<file path="src/hw/rtl/grapheme_cluster_boundary_core_macros.svh">
// Assertion macros shared by the grapheme cluster boundary RTL.
// No dependencies; included by the files that carry assertions.
`ifndef GRAPHEME_CLUSTER_BOUNDARY_CORE_MACROS_SVH
`define GRAPHEME_CLUSTER_BOUNDARY_CORE_MACROS_SVH

`ifndef SYNTH

// Same-cycle implication, disabled during reset.
`define GCB_ASSERT_NOW(label, clk, rst, ante, cons) \
   label: assert property (@(posedge clk) disable iff (rst) (ante) |-> (cons)) \
      else $error("grapheme cluster boundary assertion failed");

// Next-cycle implication, disabled during reset.
`define GCB_ASSERT_NEXT(label, clk, rst, ante, cons) \
   label: assert property (@(posedge clk) disable iff (rst) (ante) |=> (cons)) \
      else $error("grapheme cluster boundary assertion failed");

`else

`define GCB_ASSERT_NOW(label, clk, rst, ante, cons)

`define GCB_ASSERT_NEXT(label, clk, rst, ante, cons)

`endif

`endif

</file>
<file path="src/hw/rtl/gcb_pkg.sv">
// Package with the break classes, widths and code point constants of the
// grapheme cluster boundary block. No dependencies.
package gcb_pkg;

   localparam int CP_W    = 21;
   localparam int TCLS_W  = 3;
   localparam int CONJ_W  = 2;
   localparam int COUNT_W = 24;

   localparam logic [COUNT_W-1:0] COUNT_MAX = {COUNT_W{1'b1}};

   typedef enum logic [3:0] {
      CLS_OTHER   = 4'd0,
      CLS_CR      = 4'd1,
      CLS_LF      = 4'd2,
      CLS_CONTROL = 4'd3,
      CLS_EXTEND  = 4'd4,
      CLS_ZWJ     = 4'd5,
      CLS_RI      = 4'd6,
      CLS_PREPEND = 4'd7,
      CLS_SPACING = 4'd8,
      CLS_L       = 4'd9,
      CLS_V       = 4'd10,
      CLS_T       = 4'd11,
      CLS_LV      = 4'd12,
      CLS_LVT     = 4'd13,
      CLS_PICT    = 4'd14
   } break_class_type;

   typedef enum logic [2:0] {
      TC_OTHER   = 3'd0,
      TC_EXTEND  = 3'd1,
      TC_SPACING = 3'd2,
      TC_CONTROL = 3'd3,
      TC_PREPEND = 3'd4,
      TC_PICT    = 3'd5
   } table_class_type;

   typedef enum logic [1:0] {
      CONJ_NONE      = 2'd0,
      CONJ_LINKER    = 2'd1,
      CONJ_CONSONANT = 2'd2,
      CONJ_EXTEND    = 2'd3
   } conjunct_class_type;

   typedef enum logic [1:0] {
      CST_IDLE       = 2'd0,
      CST_CONSONANT  = 2'd1,
      CST_LINKED     = 2'd2
   } conjunct_state_type;

   localparam logic [CP_W-1:0] CP_CR       = 21'h0000D;
   localparam logic [CP_W-1:0] CP_LF       = 21'h0000A;
   localparam logic [CP_W-1:0] CP_ZWJ      = 21'h0200D;
   localparam logic [CP_W-1:0] CP_RI_LO    = 21'h1F1E6;
   localparam logic [CP_W-1:0] CP_RI_HI    = 21'h1F1FF;
   localparam logic [CP_W-1:0] CP_L1_LO    = 21'h01100;
   localparam logic [CP_W-1:0] CP_L1_HI    = 21'h0115F;
   localparam logic [CP_W-1:0] CP_L2_LO    = 21'h0A960;
   localparam logic [CP_W-1:0] CP_L2_HI    = 21'h0A97C;
   localparam logic [CP_W-1:0] CP_V1_LO    = 21'h01160;
   localparam logic [CP_W-1:0] CP_V1_HI    = 21'h011A7;
   localparam logic [CP_W-1:0] CP_V2_LO    = 21'h0D7B0;
   localparam logic [CP_W-1:0] CP_V2_HI    = 21'h0D7C6;
   localparam logic [CP_W-1:0] CP_T1_LO    = 21'h011A8;
   localparam logic [CP_W-1:0] CP_T1_HI    = 21'h011FF;
   localparam logic [CP_W-1:0] CP_T2_LO    = 21'h0D7CB;
   localparam logic [CP_W-1:0] CP_T2_HI    = 21'h0D7FB;
   localparam logic [CP_W-1:0] CP_SYL_LO   = 21'h0AC00;
   localparam logic [CP_W-1:0] CP_SYL_HI   = 21'h0D7A3;

   // Syllable offsets stay below 11172, so 14 bits hold them. The quotient
   // by 28 is (offset * SYL_RECIP) >> SYL_SHIFT, exact over that range.
   localparam int SYL_OFS_W = 14;
   localparam int SYL_SHIFT = 19;
   localparam int SYL_RECIP_W = 15;
   localparam logic [SYL_RECIP_W-1:0] SYL_RECIP = 15'd18725;
   localparam int SYL_PRODUCT_W = SYL_OFS_W + SYL_RECIP_W;
   localparam int SYL_QUOT_W = SYL_PRODUCT_W - SYL_SHIFT;
   localparam logic [4:0] SYL_T_COUNT = 5'd28;

endpackage

</file>
<file path="src/hw/rtl/gcb_classify.sv">
// Break class decoder: fixed classes from the code point, the rest from the
// looked-up table class. Depends on gcb_pkg.
module gcb_classify (
   input  logic [gcb_pkg::CP_W-1:0]   code_point,
   input  logic [gcb_pkg::TCLS_W-1:0] table_class,
   output gcb_pkg::break_class_type   break_class
);

   logic [gcb_pkg::SYL_OFS_W-1:0]     syl_ofs;
   logic [gcb_pkg::SYL_PRODUCT_W-1:0] syl_product;
   logic [gcb_pkg::SYL_QUOT_W-1:0]    syl_quot;
   logic [gcb_pkg::SYL_OFS_W-1:0]     syl_base;
   logic                              syl_is_lv;
   logic                              in_l;
   logic                              in_v;
   logic                              in_t;
   logic                              in_syl;
   logic                              in_ri;

   assign syl_ofs     = gcb_pkg::SYL_OFS_W'(code_point - gcb_pkg::CP_SYL_LO);
   assign syl_product = gcb_pkg::SYL_PRODUCT_W'(syl_ofs) *
                        gcb_pkg::SYL_PRODUCT_W'(gcb_pkg::SYL_RECIP);
   assign syl_quot    = syl_product[gcb_pkg::SYL_PRODUCT_W-1:gcb_pkg::SYL_SHIFT];
   assign syl_base    = gcb_pkg::SYL_OFS_W'(gcb_pkg::SYL_OFS_W'(syl_quot) *
                        gcb_pkg::SYL_OFS_W'(gcb_pkg::SYL_T_COUNT));
   assign syl_is_lv   = (syl_base == syl_ofs);

   assign in_ri  = (code_point >= gcb_pkg::CP_RI_LO) && (code_point <= gcb_pkg::CP_RI_HI);
   assign in_l   = ((code_point >= gcb_pkg::CP_L1_LO) && (code_point <= gcb_pkg::CP_L1_HI)) ||
                   ((code_point >= gcb_pkg::CP_L2_LO) && (code_point <= gcb_pkg::CP_L2_HI));
   assign in_v   = ((code_point >= gcb_pkg::CP_V1_LO) && (code_point <= gcb_pkg::CP_V1_HI)) ||
                   ((code_point >= gcb_pkg::CP_V2_LO) && (code_point <= gcb_pkg::CP_V2_HI));
   assign in_t   = ((code_point >= gcb_pkg::CP_T1_LO) && (code_point <= gcb_pkg::CP_T1_HI)) ||
                   ((code_point >= gcb_pkg::CP_T2_LO) && (code_point <= gcb_pkg::CP_T2_HI));
   assign in_syl = (code_point >= gcb_pkg::CP_SYL_LO) && (code_point <= gcb_pkg::CP_SYL_HI);

   always_comb begin
      if (code_point == gcb_pkg::CP_CR) begin
         break_class = gcb_pkg::CLS_CR;
      end else if (code_point == gcb_pkg::CP_LF) begin
         break_class = gcb_pkg::CLS_LF;
      end else if (code_point == gcb_pkg::CP_ZWJ) begin
         break_class = gcb_pkg::CLS_ZWJ;
      end else if (in_ri) begin
         break_class = gcb_pkg::CLS_RI;
      end else if (in_l) begin
         break_class = gcb_pkg::CLS_L;
      end else if (in_v) begin
         break_class = gcb_pkg::CLS_V;
      end else if (in_t) begin
         break_class = gcb_pkg::CLS_T;
      end else if (in_syl) begin
         break_class = syl_is_lv ? gcb_pkg::CLS_LV : gcb_pkg::CLS_LVT;
      end else begin
         case (table_class)
            gcb_pkg::TC_EXTEND:  break_class = gcb_pkg::CLS_EXTEND;
            gcb_pkg::TC_SPACING: break_class = gcb_pkg::CLS_SPACING;
            gcb_pkg::TC_CONTROL: break_class = gcb_pkg::CLS_CONTROL;
            gcb_pkg::TC_PREPEND: break_class = gcb_pkg::CLS_PREPEND;
            gcb_pkg::TC_PICT:    break_class = gcb_pkg::CLS_PICT;
            default:             break_class = gcb_pkg::CLS_OTHER;
         endcase
      end
   end

endmodule

</file>
<file path="src/hw/rtl/grapheme_cluster_boundary_core.sv">
// Extended grapheme cluster boundary detector, top level.
// Depends on gcb_pkg, gcb_classify and grapheme_cluster_boundary_core_macros.svh.
//
// The req channel takes one code point per transaction together with its
// looked-up table class, its Indic conjunct class and a first-of-text flag.
// The rsp channel returns one transaction per request: whether a grapheme
// cluster starts at that code point and the saturating cluster count of the
// current text. Both channels are valid/ready.
// A request is captured in an input register; when the result register can
// advance, the break rules are evaluated against the stored context and the
// result register is loaded. One transaction is taken in every cycle while
// the receiver does not stall, limited only by the break decision and context
// update, which are combinational between the input and result registers.
// When the receiver stalls, the result register holds its transaction and the
// input register can hold one more; req_ready is low while both are full.
// Reset empties both registers and returns the context to "other" with a
// zero count; a text should open with first_of_text set.
`include "grapheme_cluster_boundary_core_macros.svh"

module grapheme_cluster_boundary_core (
   input  logic                                clock,
   input  logic                                reset,
   input  logic                                req_valid,
   output logic                                req_ready,
   input  logic [gcb_pkg::CP_W-1:0]            req_code_point,
   input  logic [gcb_pkg::TCLS_W-1:0]          req_table_class,
   input  logic [gcb_pkg::CONJ_W-1:0]          req_conjunct_class,
   input  logic                                req_first_of_text,
   output logic                                rsp_valid,
   input  logic                                rsp_ready,
   output logic                                rsp_starts_cluster,
   output logic [gcb_pkg::COUNT_W-1:0]         rsp_cluster_count
);

   logic                               in_valid_ff;
   logic [gcb_pkg::CP_W-1:0]           in_code_point_ff;
   logic [gcb_pkg::TCLS_W-1:0]         in_table_class_ff;
   logic [gcb_pkg::CONJ_W-1:0]         in_conjunct_class_ff;
   logic                               in_first_ff;

   logic                               out_valid_ff;
   logic                               out_starts_ff;

   gcb_pkg::break_class_type           prev_class_ff;
   gcb_pkg::break_class_type           prev_class_in;
   logic                               pict_run_ff;
   logic                               pict_run_in;
   logic                               parity_ff;
   logic                               parity_in;
   gcb_pkg::conjunct_state_type        conj_state_ff;
   gcb_pkg::conjunct_state_type        conj_state_in;
   logic [gcb_pkg::COUNT_W-1:0]        count_ff;
   logic [gcb_pkg::COUNT_W-1:0]        count_in;

   gcb_pkg::break_class_type           cur_class;
   logic                               rule_break;
   logic                               brk;
   logic                               advance;
   logic                               fire;
   logic                               prev_ctl;
   logic                               cur_ctl;
   logic                               ip_consonant;

   gcb_classify u_classify (
      .code_point  (in_code_point_ff),
      .table_class (in_table_class_ff),
      .break_class (cur_class)
   );

   assign advance   = !out_valid_ff || rsp_ready;
   assign fire      = advance && in_valid_ff;
   assign req_ready = !in_valid_ff || advance;

   assign prev_ctl = (prev_class_ff == gcb_pkg::CLS_CONTROL) ||
                     (prev_class_ff == gcb_pkg::CLS_CR) || (prev_class_ff == gcb_pkg::CLS_LF);
   assign cur_ctl  = (cur_class == gcb_pkg::CLS_CONTROL) ||
                     (cur_class == gcb_pkg::CLS_CR) || (cur_class == gcb_pkg::CLS_LF);
   assign ip_consonant = (in_conjunct_class_ff == gcb_pkg::CONJ_CONSONANT);

   // Break rules in their standard order of precedence.
   always_comb begin
      if (prev_class_ff == gcb_pkg::CLS_CR && cur_class == gcb_pkg::CLS_LF) begin
         rule_break = 1'b0;
      end else if (prev_ctl || cur_ctl) begin
         rule_break = 1'b1;
      end else if (prev_class_ff == gcb_pkg::CLS_L &&
                   (cur_class == gcb_pkg::CLS_L || cur_class == gcb_pkg::CLS_V ||
                    cur_class == gcb_pkg::CLS_LV || cur_class == gcb_pkg::CLS_LVT)) begin
         rule_break = 1'b0;
      end else if ((prev_class_ff == gcb_pkg::CLS_LV || prev_class_ff == gcb_pkg::CLS_V) &&
                   (cur_class == gcb_pkg::CLS_V || cur_class == gcb_pkg::CLS_T)) begin
         rule_break = 1'b0;
      end else if ((prev_class_ff == gcb_pkg::CLS_LVT || prev_class_ff == gcb_pkg::CLS_T) &&
                   cur_class == gcb_pkg::CLS_T) begin
         rule_break = 1'b0;
      end else if (cur_class == gcb_pkg::CLS_EXTEND || cur_class == gcb_pkg::CLS_ZWJ ||
                   cur_class == gcb_pkg::CLS_SPACING) begin
         rule_break = 1'b0;
      end else if (prev_class_ff == gcb_pkg::CLS_PREPEND) begin
         rule_break = 1'b0;
      end else if (conj_state_ff == gcb_pkg::CST_LINKED && ip_consonant) begin
         rule_break = 1'b0;
      end else if (pict_run_ff && prev_class_ff == gcb_pkg::CLS_ZWJ &&
                   cur_class == gcb_pkg::CLS_PICT) begin
         rule_break = 1'b0;
      end else if (prev_class_ff == gcb_pkg::CLS_RI && cur_class == gcb_pkg::CLS_RI &&
                   parity_ff) begin
         rule_break = 1'b0;
      end else begin
         rule_break = 1'b1;
      end
   end

   assign brk = in_first_ff || rule_break;

   always_comb begin
      if (in_first_ff) begin
         count_in = gcb_pkg::COUNT_W'(1);
      end else if (rule_break && count_ff != gcb_pkg::COUNT_MAX) begin
         count_in = count_ff + gcb_pkg::COUNT_W'(1);
      end else begin
         count_in = count_ff;
      end

      if (cur_class == gcb_pkg::CLS_RI) begin
         parity_in = brk ? 1'b1 : !parity_ff;
      end else begin
         parity_in = 1'b0;
      end

      if (cur_class == gcb_pkg::CLS_PICT) begin
         pict_run_in = 1'b1;
      end else begin
         pict_run_in = !brk && pict_run_ff && prev_class_ff != gcb_pkg::CLS_ZWJ &&
                       (cur_class == gcb_pkg::CLS_EXTEND || cur_class == gcb_pkg::CLS_ZWJ);
      end

      if (brk) begin
         conj_state_in = ip_consonant ? gcb_pkg::CST_CONSONANT : gcb_pkg::CST_IDLE;
      end else if (ip_consonant) begin
         conj_state_in = gcb_pkg::CST_CONSONANT;
      end else if (conj_state_ff != gcb_pkg::CST_IDLE &&
                   in_conjunct_class_ff == gcb_pkg::CONJ_LINKER) begin
         conj_state_in = gcb_pkg::CST_LINKED;
      end else if (conj_state_ff != gcb_pkg::CST_IDLE &&
                   in_conjunct_class_ff == gcb_pkg::CONJ_EXTEND) begin
         conj_state_in = conj_state_ff;
      end else begin
         conj_state_in = gcb_pkg::CST_IDLE;
      end

      prev_class_in = cur_class;
   end

   always_ff @(posedge clock) begin
      if (reset) begin
         in_valid_ff   <= 1'b0;
         out_valid_ff  <= 1'b0;
         prev_class_ff <= gcb_pkg::CLS_OTHER;
         pict_run_ff   <= 1'b0;
         parity_ff     <= 1'b0;
         conj_state_ff <= gcb_pkg::CST_IDLE;
         count_ff      <= '0;
      end else begin
         if (req_ready) begin
            in_valid_ff <= req_valid;
         end
         if (advance) begin
            out_valid_ff <= in_valid_ff;
         end
         if (fire) begin
            prev_class_ff <= prev_class_in;
            pict_run_ff   <= pict_run_in;
            parity_ff     <= parity_in;
            conj_state_ff <= conj_state_in;
            count_ff      <= count_in;
         end
      end
   end

   always_ff @(posedge clock) begin
      if (req_ready && req_valid) begin
         in_code_point_ff     <= req_code_point;
         in_table_class_ff    <= req_table_class;
         in_conjunct_class_ff <= req_conjunct_class;
         in_first_ff          <= req_first_of_text;
      end
      if (fire) begin
         out_starts_ff <= brk;
      end
   end

   assign rsp_valid          = out_valid_ff;
   assign rsp_starts_cluster = out_starts_ff;
   assign rsp_cluster_count  = count_ff;

   `GCB_ASSERT_NEXT(a_first_restarts, clock, reset, fire && in_first_ff,
      rsp_starts_cluster && rsp_cluster_count == gcb_pkg::COUNT_W'(1))
   `GCB_ASSERT_NEXT(a_no_break_holds, clock, reset, fire && !brk,
      rsp_cluster_count == $past(count_ff))
   `GCB_ASSERT_NEXT(a_count_monotonic, clock, reset, fire && !in_first_ff,
      rsp_cluster_count >= $past(count_ff))
   `GCB_ASSERT_NOW(a_parity_needs_ri, clock, reset, parity_ff,
      prev_class_ff == gcb_pkg::CLS_RI)
   `GCB_ASSERT_NOW(a_conj_state_legal, clock, reset, 1'b1,
      conj_state_ff == gcb_pkg::CST_IDLE || conj_state_ff == gcb_pkg::CST_CONSONANT ||
      conj_state_ff == gcb_pkg::CST_LINKED)

endmodule
</file>
<file path="config.mk">
export PLATFORM = sky130hd
export DESIGN_NAME = grapheme_cluster_boundary_core
export DESIGN_NICKNAME = d
export VERILOG_FILES = /design/src/hw/rtl/gcb_pkg.sv /design/src/hw/rtl/gcb_classify.sv /design/src/hw/rtl/grapheme_cluster_boundary_core.sv
export VERILOG_INCLUDE_DIRS = /design/src /design/src/hw/rtl
export SDC_FILE = /design/constraint.sdc
export NUM_CORES = 1
export LEC_CHECK = 0
export BUFFER_PORTS_ARGS = -buffer_cell sky130_fd_sc_hd__buf_2
export CAP_MARGIN = 40
export CORE_MARGIN = 2
export CORE_UTILIZATION = 62
export DETAILED_ROUTE_END_ITERATION = 10
export PLACE_DENSITY = 0.9
export SETUP_SLACK_MARGIN = 0.02
export SLEW_MARGIN = 30
export SYNTH_ARGS = -nofsm -noshare
export SYNTH_HDL_FRONTEND = slang
export SYNTH_SLANG_ARGS = --single-unit
</file>
<file path="constraint.sdc">
create_clock -name clock -period 11.6 [get_ports clock]
set_input_delay 1.16 -clock clock [delete_from_list [all_inputs] [get_ports clock]]
set_output_delay 1.16 -clock clock [all_outputs]
set_load 0.02 [all_outputs]
</file>
==> metrics.log <==
INFO  metric port_buffers = 57
INFO  metric instances_no_fill = 966
INFO  metric crit_cells = 38
INFO  metric initial_antenna_violation_count = 0
INFO  metric root_buffer = clkbuf_16
INFO  metric hold_viol = 0
INFO  metric net-switching-power = 1.27 mW
INFO  metric via_count = 6017
INFO  metric power_switching_share = 48.5%
INFO  metric crit_path_max_incr_delay = 0.67 ns
INFO  metric rsz_0062_raised_after_global_routing = no
INFO  metric run_status = complete, no violations
INFO  metric r2r_slack = 1.10 ns
INFO  metric drv.max_cap_violation_count = 0
INFO  metric fin_crit_sh = 90.5%
INFO  metric design.die.area = 12300 um2
INFO  metric min_period = 10.50 ns
INFO  metric final_estimated_routing_congestion_in_global_placement = 0.961
INFO  metric dp_slack = 1.19 ns
INFO  metric rr_startpoint = in_code_point_ff[10]$_DFFE_PP_
INFO  metric htree_depth = 3
INFO  metric synth-edff-count = 28
INFO  metric number_of_buffers_between_clock_root_and_the_deepest_sink = 2
INFO  metric aggregate_global_route_resource_usage = 27.9%
INFO  metric detail_route.iter0.violations = 450
INFO  metric layout_cell_share_with_drive_strength_beyond_1 = 12.6%
INFO  metric synth.yosys.seq_area_share = 21.5%
INFO  metric first_global_vias = 6117
INFO  metric synth.largest_area_cell = ha_1
INFO  metric maxUsedRoutingLayer = met4
INFO  metric cts_repair_resize_count = 0
INFO  metric yosys.cell_types.count = 82
INFO  metric synthesis.nets = 961
INFO  metric internal_power = 1.34 mW
INFO  metric worst_path_max_delay_cell = a2111oi_4
INFO  metric critPathKind = flip-flop to flip-flop
INFO  metric final_setup_margin = 1.10 ns
INFO  metric route.layer.met1.wl = 7080 um
INFO  metric asr_flop_ratio_synth = 0%
INFO  metric post_drt_via_cell_ratio = 6.23
INFO  metric cpMostUsedCell = ha_1
INFO  metric power_leakage = 3.65 nW
INFO  metric remaining_drc_errors = 0
INFO  metric synthesis.area = 7060 um2
INFO  metric routed-wl-met3 = 1210 um
INFO  metric wire_length_of_the_first_global_routing_pass = 28200 um
INFO  metric worst-slew-pin-transition = 0.786 ns
INFO  metric most_common_library_cell_in_the_layout_ignoring_fill_and_taps = ha_1
INFO  metric final_net_count = 1002
INFO  metric synth_area_leaders = ha_1 20%, edfxtp_1 12%, fa_1 11%
INFO  metric post_synth_inst_count = 780
INFO  metric startpoint_type = flip-flop
INFO  metric power_frac_clock = 10.6%
INFO  metric share_seq_of_total_power = 9.8%
INFO  metric tritoncts = yes
INFO  metric place_inst = 950
INFO  metric cts_setup_buffers = 0
INFO  metric cts-hold-fix-buffers = 0
INFO  metric slew-limit-headroom = 47.6%
INFO  metric design_area = 7710 um2
INFO  metric worst_ep_arrival_time = 10.73 ns
INFO  metric most-common-layout-cells = 111 x ha_1, 98 x inv_1, 57 x buf_2, 49 x a21oi_1, 49 x nor2_1
INFO  metric antenna_nets_post_route = 0
INFO  metric fin_tns_setup = 0 ns
INFO  metric synth-warning-count = 0
INFO  metric critPathTopFamily = compound AO/OA/AOI/OAI gates
INFO  metric combinationalPowerShare = 79.6%
INFO  metric detail_route.wirelength = 16700 um
INFO  metric clock_sink_count = 62
INFO  metric critical_path_capture_point_type = flip-flop
INFO  metric pd_cells = 338 nW/um2
INFO  metric required = 11.83 ns
INFO  metric detailroute.wirelength.met2 = 8020 um
INFO  metric floorplan.initialDensity = 64.3%
INFO  metric finalHoldWorstSlack = 0.487 ns
INFO  metric hold_path.startpoint = parity_ff$_SDFFE_PP0P_
INFO  metric placeableCoreArea = 11000 um2
INFO  metric io_pins = 58
INFO  metric detail_route.first_pass.iterations = 5
INFO  metric dpl-instance-area = 7390 um2
INFO  metric floorplan.rows = 38
INFO  metric ys_ff_latch = 62
INFO  metric detail_route.wl_per_cell = 17.3 um
INFO  metric pin_count_of_the_biggest_net_entering_global_routing = 28
INFO  metric die_x = 111 um
INFO  metric syn-mean-instance-area = 9.06 um2
INFO  metric areaGrowthSynthToFinish = 9.21%
INFO  metric clkSlewWorstSetupHoldPaths = 0.06 ns
INFO  metric grt_overflow = 0
INFO  metric clock_latency = 0.33 ns
INFO  metric detailedPlacementHpwl = 12900 um
INFO  metric synth_top_area_share = 19.7%
INFO  metric timing.reg2reg.worst_path_depth = 38
INFO  metric crit_path_end = rsp_cluster_count[16]$_SDFFE_PP0P_
INFO  metric chipHeight = 111 um
INFO  metric peakVddDrop = 0.568 mV
INFO  metric buf_inv_stages_crit_path = 3
INFO  metric final_setup_violations = 0
INFO  metric crit_start = in_code_point_ff[10]$_DFFE_PP_
INFO  metric min_path_type = flip-flop to flip-flop
INFO  metric r2r_end = rsp_cluster_count[16]$_SDFFE_PP0P_
INFO  metric timing_max_transition_violations_final = 0
INFO  metric cts_made_buffers = 9
INFO  metric fin_skew = 0.00877 ns
INFO  metric synth-main-ff-cell = dfxtp_1
INFO  metric crit_path_max_fanout = 11
INFO  metric num_antenna_cells = 0
INFO  metric max_freq = 0.0952 GHz
state kept, by name (all words and copies together) (netlist names):
name                  cells
rsp_cluster_count        24
in_code_point_ff         21
prev_class_ff             4
in_table_class_ff         3
conj_state_ff             2
in_conjunct_class_ff      2
in_first_ff               1
in_valid_ff               1
parity_ff                 1
pict_run_ff               1
rsp_starts_cluster        1
rsp_valid                 1
routing by layer:
| layer | up-vias | track usage, % |
|---|---|---|
| li1 | 2873 | - |
| met1 | 2842 | 35.6 |
| met2 | 249 | 47.1 |
| met3 | 53 | 6.07 |
| met4 | 0 | 9.00 |
| met5 | - | 0 |
synthesized netlist by cell type, types with 11 or more instances:
cell and instances:
clkbuf_1 16, nand3_1 28, nor2_1 49, edfxtp_1 28
inv_1 98, a21o_1 11, a21oi_1 49, fa_1 39
and3_1 15, dfxtp_1 34, nor3_1 12, o21ai_0 17
nand2_1 42, or3_1 11, nand2b_1 13, nand4_1 19
xor2_1 15, and2_1 12, ha_1 111, xnor2_1 23
worst min-delay path by stage:
stage                              to  slack, ns  cells after the start
2_1_floorplan  parity_ff$_SDFFE_PP0P_       0.44                      1
3_3_place_gp   parity_ff$_SDFFE_PP0P_       0.46                      1
3_5_place_dp   parity_ff$_SDFFE_PP0P_       0.47                      1
4_1_cts        parity_ff$_SDFFE_PP0P_       0.49                      1
5_1_grt        parity_ff$_SDFFE_PP0P_       0.50                      1
6_report       parity_ff$_SDFFE_PP0P_       0.49                      1
cell families after synthesis:
logic type	after synthesis	synth area share [%]
simple gates	251	20.4
compound gates	151	15.2
fa+ha+maj	150	30.7
buf+inv	126	7.21
flops	62	21.5
xor+xnor	38	4.71
mux	2	0.283
final cells by class:
cell class	count	area, um2
multi-input cells	592	5030
fillers	806	3270
flip-flops and latches	62	1520
inverters	98	368
repair buffers	58	293
clock buffers	12	289
well taps	140	175
clock inverters	4	33.8
power groups by stage:
stage / clock (mW) / sequential (mW) / combinational (mW)
final: 0.277 / 0.255 / 2.08
after global routing: 0.290 / 0.256 / 2.37
after detailed placement: 0 / 0.259 / 2.06
after floorplan: 0 / 0.248 / 1.67
after global placement: 0 / 0.259 / 1.94
after CTS: 0.280 / 0.254 / 2.07
through the flow:
step	total power [mW]	util, %
CTS	2.61	70.2
finish	2.61	70.2
floorplan	1.92	-
detailed placement	2.32	67.3
global placement	2.20	67.3
global route	2.91	70.2
(Power assumes the default switching activity.)
